==> src/hdl/acpu_pkg.sv <==
// Package for the accumulator CPU execute block.
// Opcodes, jump conditions, the reset program counter and the execute result struct.
// No dependencies.
package acpu_pkg;

    localparam int DATA_W  = 8;
    localparam int ADDR_W  = 16;
    localparam int REG_CNT = 8;
    localparam int RIDX_W  = $clog2(REG_CNT);

    localparam logic [ADDR_W-1:0] PC_RESET = 16'hFE00;

    localparam logic [3:0] OP_LOAD  = 4'd1;
    localparam logic [3:0] OP_STORE = 4'd2;
    localparam logic [3:0] OP_ADD   = 4'd3;
    localparam logic [3:0] OP_SUB   = 4'd4;
    localparam logic [3:0] OP_JUMP  = 4'd5;
    localparam logic [3:0] OP_OR    = 4'd6;
    localparam logic [3:0] OP_NAND  = 4'd7;
    localparam logic [3:0] OP_CMP   = 4'd8;

    localparam logic [RIDX_W-1:0] JC_ZERO     = 3'd1;
    localparam logic [RIDX_W-1:0] JC_CARRY    = 3'd2;
    localparam logic [RIDX_W-1:0] JC_EITHER   = 3'd3;
    localparam logic [RIDX_W-1:0] JC_NOT_ZERO = 3'd4;

    typedef struct packed {
        logic                   reg_we;
        logic [RIDX_W-1:0]      reg_waddr;
        logic [DATA_W-1:0]      reg_wdata;
        logic                   zero;
        logic                   carry;
        logic [ADDR_W-1:0]      pc;
        logic                   store_en;
        logic [ADDR_W-1:0]      store_addr;
        logic [DATA_W-1:0]      store_byte;
    } acpu_exec_t;

endpackage

==> src/hdl/acpu_regfile.sv <==
// Register file of the accumulator CPU: eight 8-bit registers, cleared by reset.
// One write port, one indexed read port and a fixed read of register 0.
// Depends on acpu_pkg.
module acpu_regfile
(
    input  logic                             clk,
    input  logic                             rst_n,
    input  logic                             we,
    input  logic [acpu_pkg::RIDX_W-1:0]      waddr,
    input  logic [acpu_pkg::DATA_W-1:0]      wdata,
    input  logic [acpu_pkg::RIDX_W-1:0]      raddr,
    output logic [acpu_pkg::DATA_W-1:0]      rdata,
    output logic [acpu_pkg::DATA_W-1:0]      acc
);
    import acpu_pkg::*;

    logic [DATA_W-1:0] regs_reg [REG_CNT];

    always_ff @(posedge clk or negedge rst_n)
    begin
        if (!rst_n)
        begin
            for (int i = 0; i < REG_CNT; i++)
            begin
                regs_reg[i] <= '0;
            end
        end
        else if (we)
        begin
            regs_reg[waddr] <= wdata;
        end
    end

    assign rdata = regs_reg[raddr];
    assign acc   = regs_reg[0];

endmodule

==> src/hdl/acpu_exec.sv <==
// Execute logic of the accumulator CPU: decode, 8-bit ALU, jump test and pc update.
// Purely combinational; returns the state updates and store request as one struct.
// Depends on acpu_pkg.
module acpu_exec
(
    input  logic [acpu_pkg::DATA_W-1:0]      instruction,
    input  logic [acpu_pkg::DATA_W-1:0]      operand_high,
    input  logic [acpu_pkg::DATA_W-1:0]      operand_low,
    input  logic [acpu_pkg::DATA_W-1:0]      memory_data,
    input  logic [acpu_pkg::DATA_W-1:0]      reg_r,
    input  logic [acpu_pkg::DATA_W-1:0]      reg_acc,
    input  logic                             zero_in,
    input  logic                             carry_in,
    input  logic [acpu_pkg::ADDR_W-1:0]      pc_in,
    output acpu_pkg::acpu_exec_t             result
);
    import acpu_pkg::*;

    logic [3:0]        op;
    logic              mm;
    logic [RIDX_W-1:0] ri;
    logic [ADDR_W-1:0] addr;
    logic [DATA_W-1:0] opa;
    logic [DATA_W-1:0] opb;
    logic              sub;
    logic [DATA_W:0]   sum;
    logic [DATA_W-1:0] logic_res;
    logic              take;
    logic [1:0]        step;

    assign op   = instruction[7:4];
    assign mm   = instruction[3];
    assign ri   = instruction[RIDX_W-1:0];
    assign addr = {operand_high, operand_low};

    always_comb
    begin
        opa = mm ? reg_r : reg_acc;
        opb = mm ? memory_data : reg_r;
        if (op == OP_CMP && mm)
        begin
            opa = memory_data;
            opb = reg_r;
        end
    end

    assign sub       = (op == OP_SUB) || (op == OP_CMP);
    assign sum       = {1'b0, opa} + {1'b0, sub ? ~opb : opb} + {{DATA_W{1'b0}}, sub};
    assign logic_res = (op == OP_OR) ? (opa | opb) : ~(opa & opb);

    always_comb
    begin
        case (ri)
            JC_ZERO:     take = zero_in;
            JC_CARRY:    take = carry_in;
            JC_EITHER:   take = zero_in | carry_in;
            JC_NOT_ZERO: take = ~zero_in;
            default:     take = 1'b1;
        endcase
    end

    always_comb
    begin
        result            = '0;
        result.reg_waddr  = '0;
        result.zero       = zero_in;
        result.carry      = carry_in;
        step              = mm ? 2'd3 : 2'd1;
        result.pc         = '0;
        case (op)
            OP_LOAD:
            begin
                result.reg_we    = 1'b1;
                result.reg_waddr = ri;
                result.reg_wdata = mm ? memory_data : operand_high;
                step             = mm ? 2'd3 : 2'd2;
            end
            OP_STORE:
            begin
                result.store_en   = 1'b1;
                result.store_addr = addr;
                result.store_byte = reg_r;
                step              = 2'd3;
            end
            OP_ADD:
            begin
                result.reg_we    = 1'b1;
                result.reg_wdata = sum[DATA_W-1:0];
                result.zero      = (sum[DATA_W-1:0] == '0);
                result.carry     = sum[DATA_W];
            end
            OP_SUB, OP_CMP:
            begin
                result.reg_we    = (op == OP_SUB);
                result.reg_wdata = sum[DATA_W-1:0];
                result.zero      = (sum[DATA_W-1:0] == '0);
                result.carry     = ~sum[DATA_W];
            end
            OP_JUMP:
            begin
                step = 2'd3;
                if (take)
                begin
                    step         = 2'd0;
                    result.zero  = 1'b0;
                    result.carry = 1'b0;
                end
            end
            OP_OR, OP_NAND:
            begin
                result.reg_we    = 1'b1;
                result.reg_wdata = logic_res;
                result.zero      = (logic_res == '0);
                result.carry     = 1'b0;
            end
            default:
            begin
                step = 2'd1;
            end
        endcase
        result.pc = ((op == OP_JUMP) && take ? addr : pc_in) + {{(ADDR_W-2){1'b0}}, step};
    end

endmodule

==> src/hdl/accumulator_cpu_execute.sv <==
// Top level of the accumulator CPU execute block: input register, execute logic, result register.
// Holds the flags and program counter; instantiates acpu_regfile and acpu_exec.
// Depends on acpu_pkg.
//
//   channel  handshake            payload
//   input    in_valid / in_stall  instruction, operand_high, operand_low, memory_data
//   output   out_valid/ out_stall next_pc, store_valid, store_address, store_data,
//                                 accumulator, zero_flag, carry_flag
//
// One instruction per cycle sustained unless the output stalls; the result is registered.
// The execute step (8-bit ALU and pc adder) lies between the input and result registers.
// Reset clears the register file, the valid bits and the flags and sets the program counter to 0xFE00.
// An output stall holds the result; the input register still fills and then stalls the input.
module accumulator_cpu_execute
(
    input  logic                             clk,
    input  logic                             rst_n,
    input  logic                             in_valid,
    output logic                             in_stall,
    input  logic [acpu_pkg::DATA_W-1:0]      instruction,
    input  logic [acpu_pkg::DATA_W-1:0]      operand_high,
    input  logic [acpu_pkg::DATA_W-1:0]      operand_low,
    input  logic [acpu_pkg::DATA_W-1:0]      memory_data,
    output logic                             out_valid,
    input  logic                             out_stall,
    output logic [acpu_pkg::ADDR_W-1:0]      next_pc,
    output logic                             store_valid,
    output logic [acpu_pkg::ADDR_W-1:0]      store_address,
    output logic [acpu_pkg::DATA_W-1:0]      store_data,
    output logic [acpu_pkg::DATA_W-1:0]      accumulator,
    output logic                             zero_flag,
    output logic                             carry_flag
);
    import acpu_pkg::*;

    logic              s1_valid_reg;
    logic              s1_valid_next;
    logic [DATA_W-1:0] ins_reg;
    logic [DATA_W-1:0] hi_reg;
    logic [DATA_W-1:0] lo_reg;
    logic [DATA_W-1:0] mem_reg;

    logic              out_valid_reg;
    logic              out_valid_next;
    logic [ADDR_W-1:0] out_pc_reg;
    logic              out_st_reg;
    logic [ADDR_W-1:0] out_addr_reg;
    logic [DATA_W-1:0] out_data_reg;
    logic [DATA_W-1:0] out_acc_reg;
    logic              out_z_reg;
    logic              out_c_reg;

    logic              zero_reg;
    logic              carry_reg;
    logic [ADDR_W-1:0] pc_reg;

    logic              out_space;
    logic              advance;
    logic              in_xfer;
    logic [DATA_W-1:0] reg_r;
    logic [DATA_W-1:0] reg_acc;
    acpu_exec_t        ex;

    assign out_space = ~out_valid_reg | ~out_stall;
    assign advance   = s1_valid_reg & out_space;
    assign in_stall  = s1_valid_reg & ~out_space;
    assign in_xfer   = in_valid & ~in_stall;

    always_comb
    begin
        s1_valid_next = s1_valid_reg;
        if (in_xfer)
        begin
            s1_valid_next = 1'b1;
        end
        else if (advance)
        begin
            s1_valid_next = 1'b0;
        end
        out_valid_next = advance | (out_valid_reg & out_stall);
    end

    acpu_regfile u_regfile
    (
        .clk   (clk),
        .rst_n (rst_n),
        .we    (advance & ex.reg_we),
        .waddr (ex.reg_waddr),
        .wdata (ex.reg_wdata),
        .raddr (ins_reg[RIDX_W-1:0]),
        .rdata (reg_r),
        .acc   (reg_acc)
    );

    acpu_exec u_exec
    (
        .instruction  (ins_reg),
        .operand_high (hi_reg),
        .operand_low  (lo_reg),
        .memory_data  (mem_reg),
        .reg_r        (reg_r),
        .reg_acc      (reg_acc),
        .zero_in      (zero_reg),
        .carry_in     (carry_reg),
        .pc_in        (pc_reg),
        .result       (ex)
    );

    always_ff @(posedge clk or negedge rst_n)
    begin
        if (!rst_n)
        begin
            s1_valid_reg  <= 1'b0;
            out_valid_reg <= 1'b0;
            zero_reg      <= 1'b0;
            carry_reg     <= 1'b0;
            pc_reg        <= PC_RESET;
        end
        else
        begin
            s1_valid_reg  <= s1_valid_next;
            out_valid_reg <= out_valid_next;
            if (advance)
            begin
                zero_reg  <= ex.zero;
                carry_reg <= ex.carry;
                pc_reg    <= ex.pc;
            end
        end
    end

    always_ff @(posedge clk)
    begin
        if (in_xfer)
        begin
            ins_reg <= instruction;
            hi_reg  <= operand_high;
            lo_reg  <= operand_low;
            mem_reg <= memory_data;
        end
        if (advance)
        begin
            out_pc_reg   <= ex.pc;
            out_st_reg   <= ex.store_en;
            out_addr_reg <= ex.store_addr;
            out_data_reg <= ex.store_byte;
            out_acc_reg  <= ex.reg_we && (ex.reg_waddr == '0) ? ex.reg_wdata : reg_acc;
            out_z_reg    <= ex.zero;
            out_c_reg    <= ex.carry;
        end
    end

    assign out_valid     = out_valid_reg;
    assign next_pc       = out_pc_reg;
    assign store_valid   = out_st_reg;
    assign store_address = out_addr_reg;
    assign store_data    = out_data_reg;
    assign accumulator   = out_acc_reg;
    assign zero_flag     = out_z_reg;
    assign carry_flag    = out_c_reg;

endmodule

==> config.mk <==
export PLATFORM = sky130hd
export DESIGN_NAME = accumulator_cpu_execute
export DESIGN_NICKNAME = d
export VERILOG_FILES = /design/src/hdl/acpu_pkg.sv /design/src/hdl/acpu_regfile.sv /design/src/hdl/acpu_exec.sv /design/src/hdl/accumulator_cpu_execute.sv
export SDC_FILE = /design/constraint.sdc
export NUM_CORES = 1
export LEC_CHECK = 0
export BUFFER_PORTS_ARGS = -buffer_cell sky130_fd_sc_hd__clkbuf_2
export CAP_MARGIN = 10
export CORE_MARGIN = 2
export CORE_UTILIZATION = 52
export DETAILED_ROUTE_END_ITERATION = 7
export PLACE_DENSITY = 0.8
export SYNTH_ARGS = -nofsm -noshare
export SYNTH_HDL_FRONTEND = slang
export SYNTH_HIERARCHICAL = 1
export SYNTH_SLANG_ARGS = --single-unit
==> constraint.sdc <==
create_clock -name clk -period 11.8 [get_ports clk]
set_clock_uncertainty 0.1 [all_clocks]
set_input_delay 1.18 -clock clk [delete_from_list [all_inputs] [get_ports clk]]
set_output_delay 1.18 -clock clk [all_outputs]
set_load 0.05 [all_outputs]
==> results of run 1 <==
## metrics by stage
step	total power (W)	setup WS (ns)	hold slack [ns]	cells	utilization, %
2_1_floorplan	0.00109	7.83	0.343	661	-
3_3_place_gp	0.00117	6.86	0.361	934	56.2
3_5_place_dp	0.00118	6.62	0.378	934	56.2
4_1_cts	0.00178	6.53	0.390	966	60.2
5_1_grt	0.00185	6.19	0.411	968	60.3
6_report	0.00177	6.49	0.385	968	60.3
## critical path, stage by stage, from the launching register on
cell       delay, ns
edfxtp_1        1.04
nand4bb_1       0.31
o31a_1          0.31
nand2_1         0.63
mux2_2          0.43
ha_1            0.16
inv_1           0.06
fa_1            0.43
nand3b_1        0.23
nor2_1          0.18
o2111ai_1       0.19
a22oi_2         0.38
nand3_1         0.15
xor2_1          0.18
mux2i_1         0.14
mux2_2          0.33
## how the worst max path moves through the flow
stage,from,endpoint,slack [ns],cells past startpoint
finish,ins_reg[0]$_DFFE_PP_,pc_reg[12]$_DFFE_PN1P_,6.49,15
global route,ins_reg[0]$_DFFE_PP_,pc_reg[12]$_DFFE_PN1P_,6.19,15
CTS,ins_reg[0]$_DFFE_PP_,pc_reg[12]$_DFFE_PN1P_,6.53,15
detailed placement,ins_reg[0]$_DFFE_PP_,pc_reg[12]$_DFFE_PN1P_,6.62,15
global placement,ins_reg[0]$_DFFE_PP_,pc_reg[12]$_DFFE_PN1P_,6.86,15
floorplan,ins_reg[2]$_DFFE_PP_,accumulator[6]$_DFFE_PP_,7.83,16
## power by group through the flow
stage | sequential (W) | combinational (W) | clock (W)
detailed placement | 0.000784 | 0.000401 | 0
CTS | 0.000774 | 0.000403 | 0.000606
floorplan | 0.000853 | 0.000235 | 0
finish | 0.000776 | 0.000404 | 0.000596
global placement | 0.000780 | 0.000388 | 0
global route | 0.000785 | 0.000432 | 0.000629
## layout make-up
type | count | area [µm²]
clock buffers | 25 | 549
clock inverters | 7 | 100
fillers | 1294 | 6540
inverters | 11 | 41.3
multi-input cells | 443 | 3860
flip-flops and latches | 167 | 4600
well taps | 220 | 275
repair buffers | 95 | 495
## Yosys cell counts (4+ instances only)
cell type and count:
a211o_1 4, mux2i_1 34, clkbuf_1 12, xor2_1 23, nand2_1 35, o21ai_0 19, nand4_1 5, dfrtp_1 77
buf_4 10, inv_1 11, ha_1 9, o221ai_1 5, or3_1 5, buf_2 12, dfstp_2 7, and2_1 33
edfxtp_1 83, nor2_1 31, nand3_1 17, mux2_2 103, mux4_1 15, nor3_1 7, nor2b_1 4, a21o_1 7
nand2b_1 6, xnor2_1 11, a21oi_1 22
## layer usage
| metal | vias up | routed length, µm |
|---|---|---|
| met5 | - | 0 |
| met4 | 0 | 264 |
| met3 | 23 | 825 |
| met2 | 195 | 10100 |
| met1 | 2843 | 8670 |
| li1 | 2591 | - |
## logic make-up after synthesis
logic type,Yosys count,share of synthesized area [%]
AO/OA/AOI/OAI,82,6.40
XOR/XNOR,34,3.42
buffers and inverters,51,3.16
adder cells (fa/ha/maj),11,1.75
multiplexers,153,22.0
flip-flops,167,52.9
AND/OR/NAND/NOR,163,10.4
==> results.json, run 1 <==
{
  "netlist_area_um2": 8700,
  "hold_path_end": "out_valid$_DFF_PN0_",
  "final_cell_mix": "mux2_2 (103), clkbuf_2 (87), edfxtp_1 (83)",
  "yosysSeqAreaShare_pct": 52.9,
  "antenna_found_initial": 0,
  "ctsLongestPathBuffers": 2,
  "async_flop_share_pct": 50.3,
  "busiest_layer": "met2",
  "hold_depth": 1,
  "htreeDepth": 4,
  "cts_root_buf": "clkbuf_16",
  "min_path_type": "reg -> reg",
  "drcViolationCount": 0,
  "io_buffers": 88,
  "layout-drive-gt1-share_pct": 33.6,
  "crit_arrival_ns": 5.56,
  "synth_top_area_share_pct": 28.6,
  "clkSinkCount": 167,
  "fin_crit_sh_pct": 45.0,
  "combPwrFrac_pct": 22.7,
  "io_pins": 89,
  "final_antenna_net_count": 0,
  "internal_power_w": 0.00123,
  "worst_pin_slew_ns": 1.13,
  "leakage_nw": 4.37,
  "crit_type": "reg -> reg",
  "synth_area_leader_cell": "edfxtp_1",
  "place_hpwl_um": 13600,
  "synth_area_per_cell_um2": 13.2,
  "fin_area_um2": 9930,
  "rsz0062_at_grt": "false",
  "gp_congestion": 0.954,
  "wl_um": 19800,
  "synth_area_leaders": "edfxtp_1 (29%), dfrtp_1 (22%), mux2_2 (13%), mux4_1 (4.5%), mux2i_1 (3.9%)",
  "cts_tree": "built",
  "relSlewSlack_pct": 24.5,
  "first_pass_iters": 5,
  "place_area_um2": 9260,
  "start_util_pct": 52.9,
  "synth_ff_type": "edfxtp_1",
  "ys_warn_count": 6,
  "tns_ns": 0,
  "p_per_area_nw_per_um2": 179,
  "ys_ff_latch": 167,
  "min_from": "s1_valid_reg$_DFFE_PN0P_",
  "fin_crit_ns": 5.31,
  "grt_use_met2_pct": 39.5,
  "clock_latency_ns": 0.43,
  "die_area_um2": 17800,
  "area_growth_syn_to_layout_pct": 14.0,
  "drv_cap": 0,
  "vdd_drop_max_uv": 118,
  "synth_fp_nets": 708,
  "final_common_cell": "mux2_2",
  "placementRows": 47,
  "die_h_um": 133,
  "seq_power_share_pct": 43.7,
  "numCtsBuffers": 17,
  "switchingPower_w": 0.000548,
  "slew_viol_final": 0,
  "hold_buffers": 0,
  "grt_use_met1_pct": 29.5,
  "via_count": 5652,
  "grt_pass1_wl_um": 31100,
  "outcome": "complete, no violations",
  "cp-start-kind": "register",
  "r2r_start": "ins_reg[0]$_DFFE_PP_",
  "diodes": 0,
  "swShare_pct": 30.8,
  "use_met3_pct": 4.30,
  "clk_pin_slew_worst_paths_ns": 0.06,
  "worstPathRequired_ns": 12.05,
  "grt_max_degree": 85,
  "die_w_um": 133,
  "grtUsageTotal_pct": 22.9,
  "reg2reg_to": "pc_reg[12]$_DFFE_PN1P_",
  "first_iter_violations": 435,
  "ys_types": 63,
  "syn_inst": 661,
  "cp-end-kind": "register",
  "cp_max_fo": 23,
  "core_area_um2": 16500,
  "rr_worst_depth": 15,
  "hold_viol_final": 0,
  "wl_per_cell_um": 20.5,
  "cts_setup_buffers": 0,
  "clock.fmax_mhz": 188,
  "ctsResizeCount": 0,
  "layout.nets": 782,
  "viasPerCell": 5.84,
  "r2r_setup_slack_ns": 6.49,
  "largest_reg_flops": 56,
  "grt_pass1_vias": 5662,
  "synth_edf_count": 83,
  "overflow": 0,
  "pwr-share-clk_pct": 33.6,
  "setup_viol": 0
}
No activity file was read; power rests on OpenSTA's default activity.
==> inputs of run 2 (changes only) <==
- ABC_AREA: unset -> 1
- PLACE_DENSITY: 0.8 -> 0.82
- clock period: 11.8 -> 4.75 ns (I/O delays scaled with it)
==> run 2 against run 1 <==
  * Critical endpoint is now u_regfile/regs_reg[14]$_DFFE_PN0P_
  * Clock power up 130%
  * Synthesized area up 4.5%
  * Via count up 37%
  * Largest power group unchanged
  * Critical path type unchanged
  * Maximum frequency up 37%
  * Core utilization down 0.85 points
  * Critical path depth up 2
  * Sequential share of layout area down 1.3 points
==> results.json, run 2 <==
{
  "outcome": "complete, no violations",
  "crit_type": "reg -> reg",
  "ys_warn_count": 6,
  "fillers": 1487,
  "synthTopCellsByCount": "nand2_1 (398), inv_1 (160), o21ai_0 (88)",
  "clkSinkCount": 167,
  "place_hpwl_um": 15800,
  "antenna_found_initial": 0,
  "vdd_drop_max_uv": 234,
  "largest_reg_flops": 56,
  "clock.fmax_mhz": 258,
  "synth_area_leader_cell": "edfxtp_1",
  "grt_pass1_vias": 7090,
  "synth_mux_area_share_pct": 0,
  "die_h_um": 136,
  "combPwrFrac_pct": 28.8,
  "viasPerCell": 5.36,
  "synth_top_area_share_pct": 27.4,
  "ctsLongestPathBuffers": 2,
  "cts_setup_buffers": 0,
  "synth_area_per_cell_um2": 8.04,
  "synth_top_family_by_area": "simple AND/OR/NAND/NOR gates",
  "fin_ws_ns": 0.877,
  "hold_viol_final": 0,
  "pwr-share-clk_pct": 30.0,
  "ctsResizeCount": 0,
  "p_per_area_nw_per_um2": 456,
  "cp-end-kind": "register",
  "synthAdderAreaFrac_pct": 1.68,
  "synth_fp_nets": 1178,
  "cp-start-kind": "register",
  "diodes": 0,
  "final_cell_mix": "nand2_1 (398), inv_1 (160), o21ai_0 (88)",
  "wl_um": 22600,
  "final_antenna_net_count": 0,
  "io_pins": 89,
  "cts_tree": "built",
  "grtUsageTotal_pct": 25.4,
  "cp_max_fo": 11,
  "clock_latency_ns": 0.43,
  "layout-drive-gt1-share_pct": 14.8,
  "core_area_um2": 17200,
  "swShare_pct": 37.6,
  "layout.nets": 1252,
  "first_iter_violations": 921,
  "min_path_type": "in -> reg",
  "cts_root_buf": "clkbuf_16",
  "yosysMostFrequentCell": "nand2_1",
  "synth_area_leaders": "edfxtp_1 (27%), dfrtp_1 (21%), nand2_1 (16%), inv_1 (6.6%), o21ai_0 (4.8%)",
  "synth-xor-area-share_pct": 1.73,
  "clk_pin_slew_worst_paths_ns": 0.07,
  "worst_pin_slew_ns": 0.908,
  "leakage_nw": 4.94,
  "die_w_um": 136,
  "drv_cap": 0,
  "grt_max_degree": 49,
  "multi_input_area_um2": 3560,
  "final_common_cell": "nand2_1",
  "synth_ff_type": "edfxtp_1",
  "overflow": 0,
  "first_pass_iters": 8,
  "syn_inst": 1131,
  "synth-simple-area-share_pct": 27.0,
  "area_growth_syn_to_layout_pct": 12.2,
  "pre_cts_ws_ns": 0.993,
  "switchingPower_w": 0.00175,
  "tns_ns": 0,
  "regArea_um2": 4600,
  "fin_crit_ns": 3.87,
  "placementRows": 48,
  "dpl.cell_count": 1410,
  "rr_worst_depth": 17,
  "worstPathRequired_ns": 4.98,
  "slew_viol_final": 0,
  "hold_depth": 1,
  "ys_types": 45,
  "start_util_pct": 53.0,
  "crit_arrival_ns": 4.10,
  "relSlewSlack_pct": 39.4,
  "die_area_um2": 18600,
  "synth_edf_count": 83,
  "async_flop_share_pct": 50.3,
  "setup_viol": 0,
  "layoutNonFillerInstCount": 1443,
  "internal_power_w": 0.00291,
  "ys_ff_latch": 167,
  "numCtsBuffers": 17,
  "drcViolationCount": 0,
  "via_count": 7735,
  "seq_power_share_pct": 41.2,
  "wl_per_cell_um": 15.7,
  "htreeDepth": 4,
  "io_buffers": 88,
  "rsz0062_at_grt": "false",
  "gp_congestion": 0.947,
  "yosysSeqAreaShare_pct": 50.6,
  "fin_crit_sh_pct": 81.5,
  "grt_pass1_wl_um": 36100,
  "netlist_area_um2": 9090,
  "synth_compound_area_share_pct": 8.79
}
==> run 2: cell types whose count changed in the layout (fill, tap and decap cells not counted), sizes merged, moves of 15 or more <==
cell	change
mux4	-16
mux2i	-34
nor2	+52
mux2	-103
nand2	+373
o21ai	+92
and2	-33
nand3	+57
inv	+159
a21oi	-15
==> run 2: cell families (layout without fill, tap and decap cells) <==
kind of cell / count (synthesis) / count (layout)
AOI/OAI and AO/OA: 142 / 142
xor gates and xnor gates: 18 / 18
adders and majority gates: 11 / 11
buffers and inverters: 211 / 298
DFF: 167 / 167
and+or+nand+nor: 582 / 582
==> run 2: power by group through the flow <==
stage / Sequential (W) / Clock (W) / Combinational (W)
finish: 0.00192 / 0.00140 / 0.00134
detailed placement: 0.00194 / 0 / 0.00131
floorplan: 0.00216 / 0 / 0.000805
CTS: 0.00192 / 0.00142 / 0.00133
global route: 0.00194 / 0.00148 / 0.00149
global placement: 0.00194 / 0 / 0.00129
==> run 2: layer usage <==
layer | GRT usage, % | vias to the layer above | wire [µm]
met4 | 11.1 | 0 | 693
met5 | 0 | - | 0
met3 | 5.78 | 46 | 1850
met2 | 38.6 | 367 | 10200
li1 | - | 3726 | -
met1 | 35.1 | 3596 | 9840
==> run 2: what timing repair did <==
action                     4_1_cts  5_1_grt
setup endpoints to repair        0        0
hold endpoints to repair        47        0
hold buffers                     1        0
==> run 2: metrics by stage <==
step                power (W)  utilization (%)  area (µm²)  hold WS [ns]
floorplan             0.00296                -        9090        0.0794
global placement      0.00323             55.8        9590         0.355
detailed placement    0.00326             55.8        9590         0.361
CTS                   0.00467             59.4       10200        0.0976
global route          0.00491             59.4       10200        0.0966
finish                0.00466             59.4       10200         0.116
==> run 2: worst paths after layout <==
kind                                                 endpoint  slack (ns)              startpoint
setup / recovery           u_regfile/regs_reg[14]$_DFFE_PN0P_        0.88    ins_reg[2]$_DFFE_PP_
min in group asynchronous  u_regfile/regs_reg[17]$_DFFE_PN0P_        0.51                   rst_n
setup reg to reg           u_regfile/regs_reg[14]$_DFFE_PN0P_        0.88    ins_reg[2]$_DFFE_PP_
hold reg to reg                        pc_reg[15]$_DFFE_PN1P_        0.37  pc_reg[15]$_DFFE_PN1P_
hold / removal                           ins_reg[5]$_DFFE_PP_        0.12          instruction[5]
max in group asynchronous              pc_reg[12]$_DFFE_PN1P_        3.04                   rst_n
==> run 2: cell type report <==
cell class | instances | area share, %
clock buffers | 17 | 4.17
clock inverters | 15 | 1.78
inverters | 167 | 6.14
multi-input cells | 753 | 34.9
flip-flops and latches | 167 | 45.1
well taps | 225 | 2.76
repair buffers | 99 | 5.17
==> run 2: worst max-delay path, stage by stage (launching register included) <==
cell and delay (ns):
edfxtp_1 0.72, inv_1 0.33, nand2_1 0.14, nand2_1 0.12
inv_1 0.13, o21ai_0 0.09, nand2_1 0.16, nand2_1 0.11
nand2_1 0.10, nand2_1 0.13, fa_1 0.45, nand4_1 0.11
o211ai_1 0.14, xor2_1 0.21, nand2_1 0.09, o211ai_1 0.21
inv_1 0.21, o21ai_0 0.21
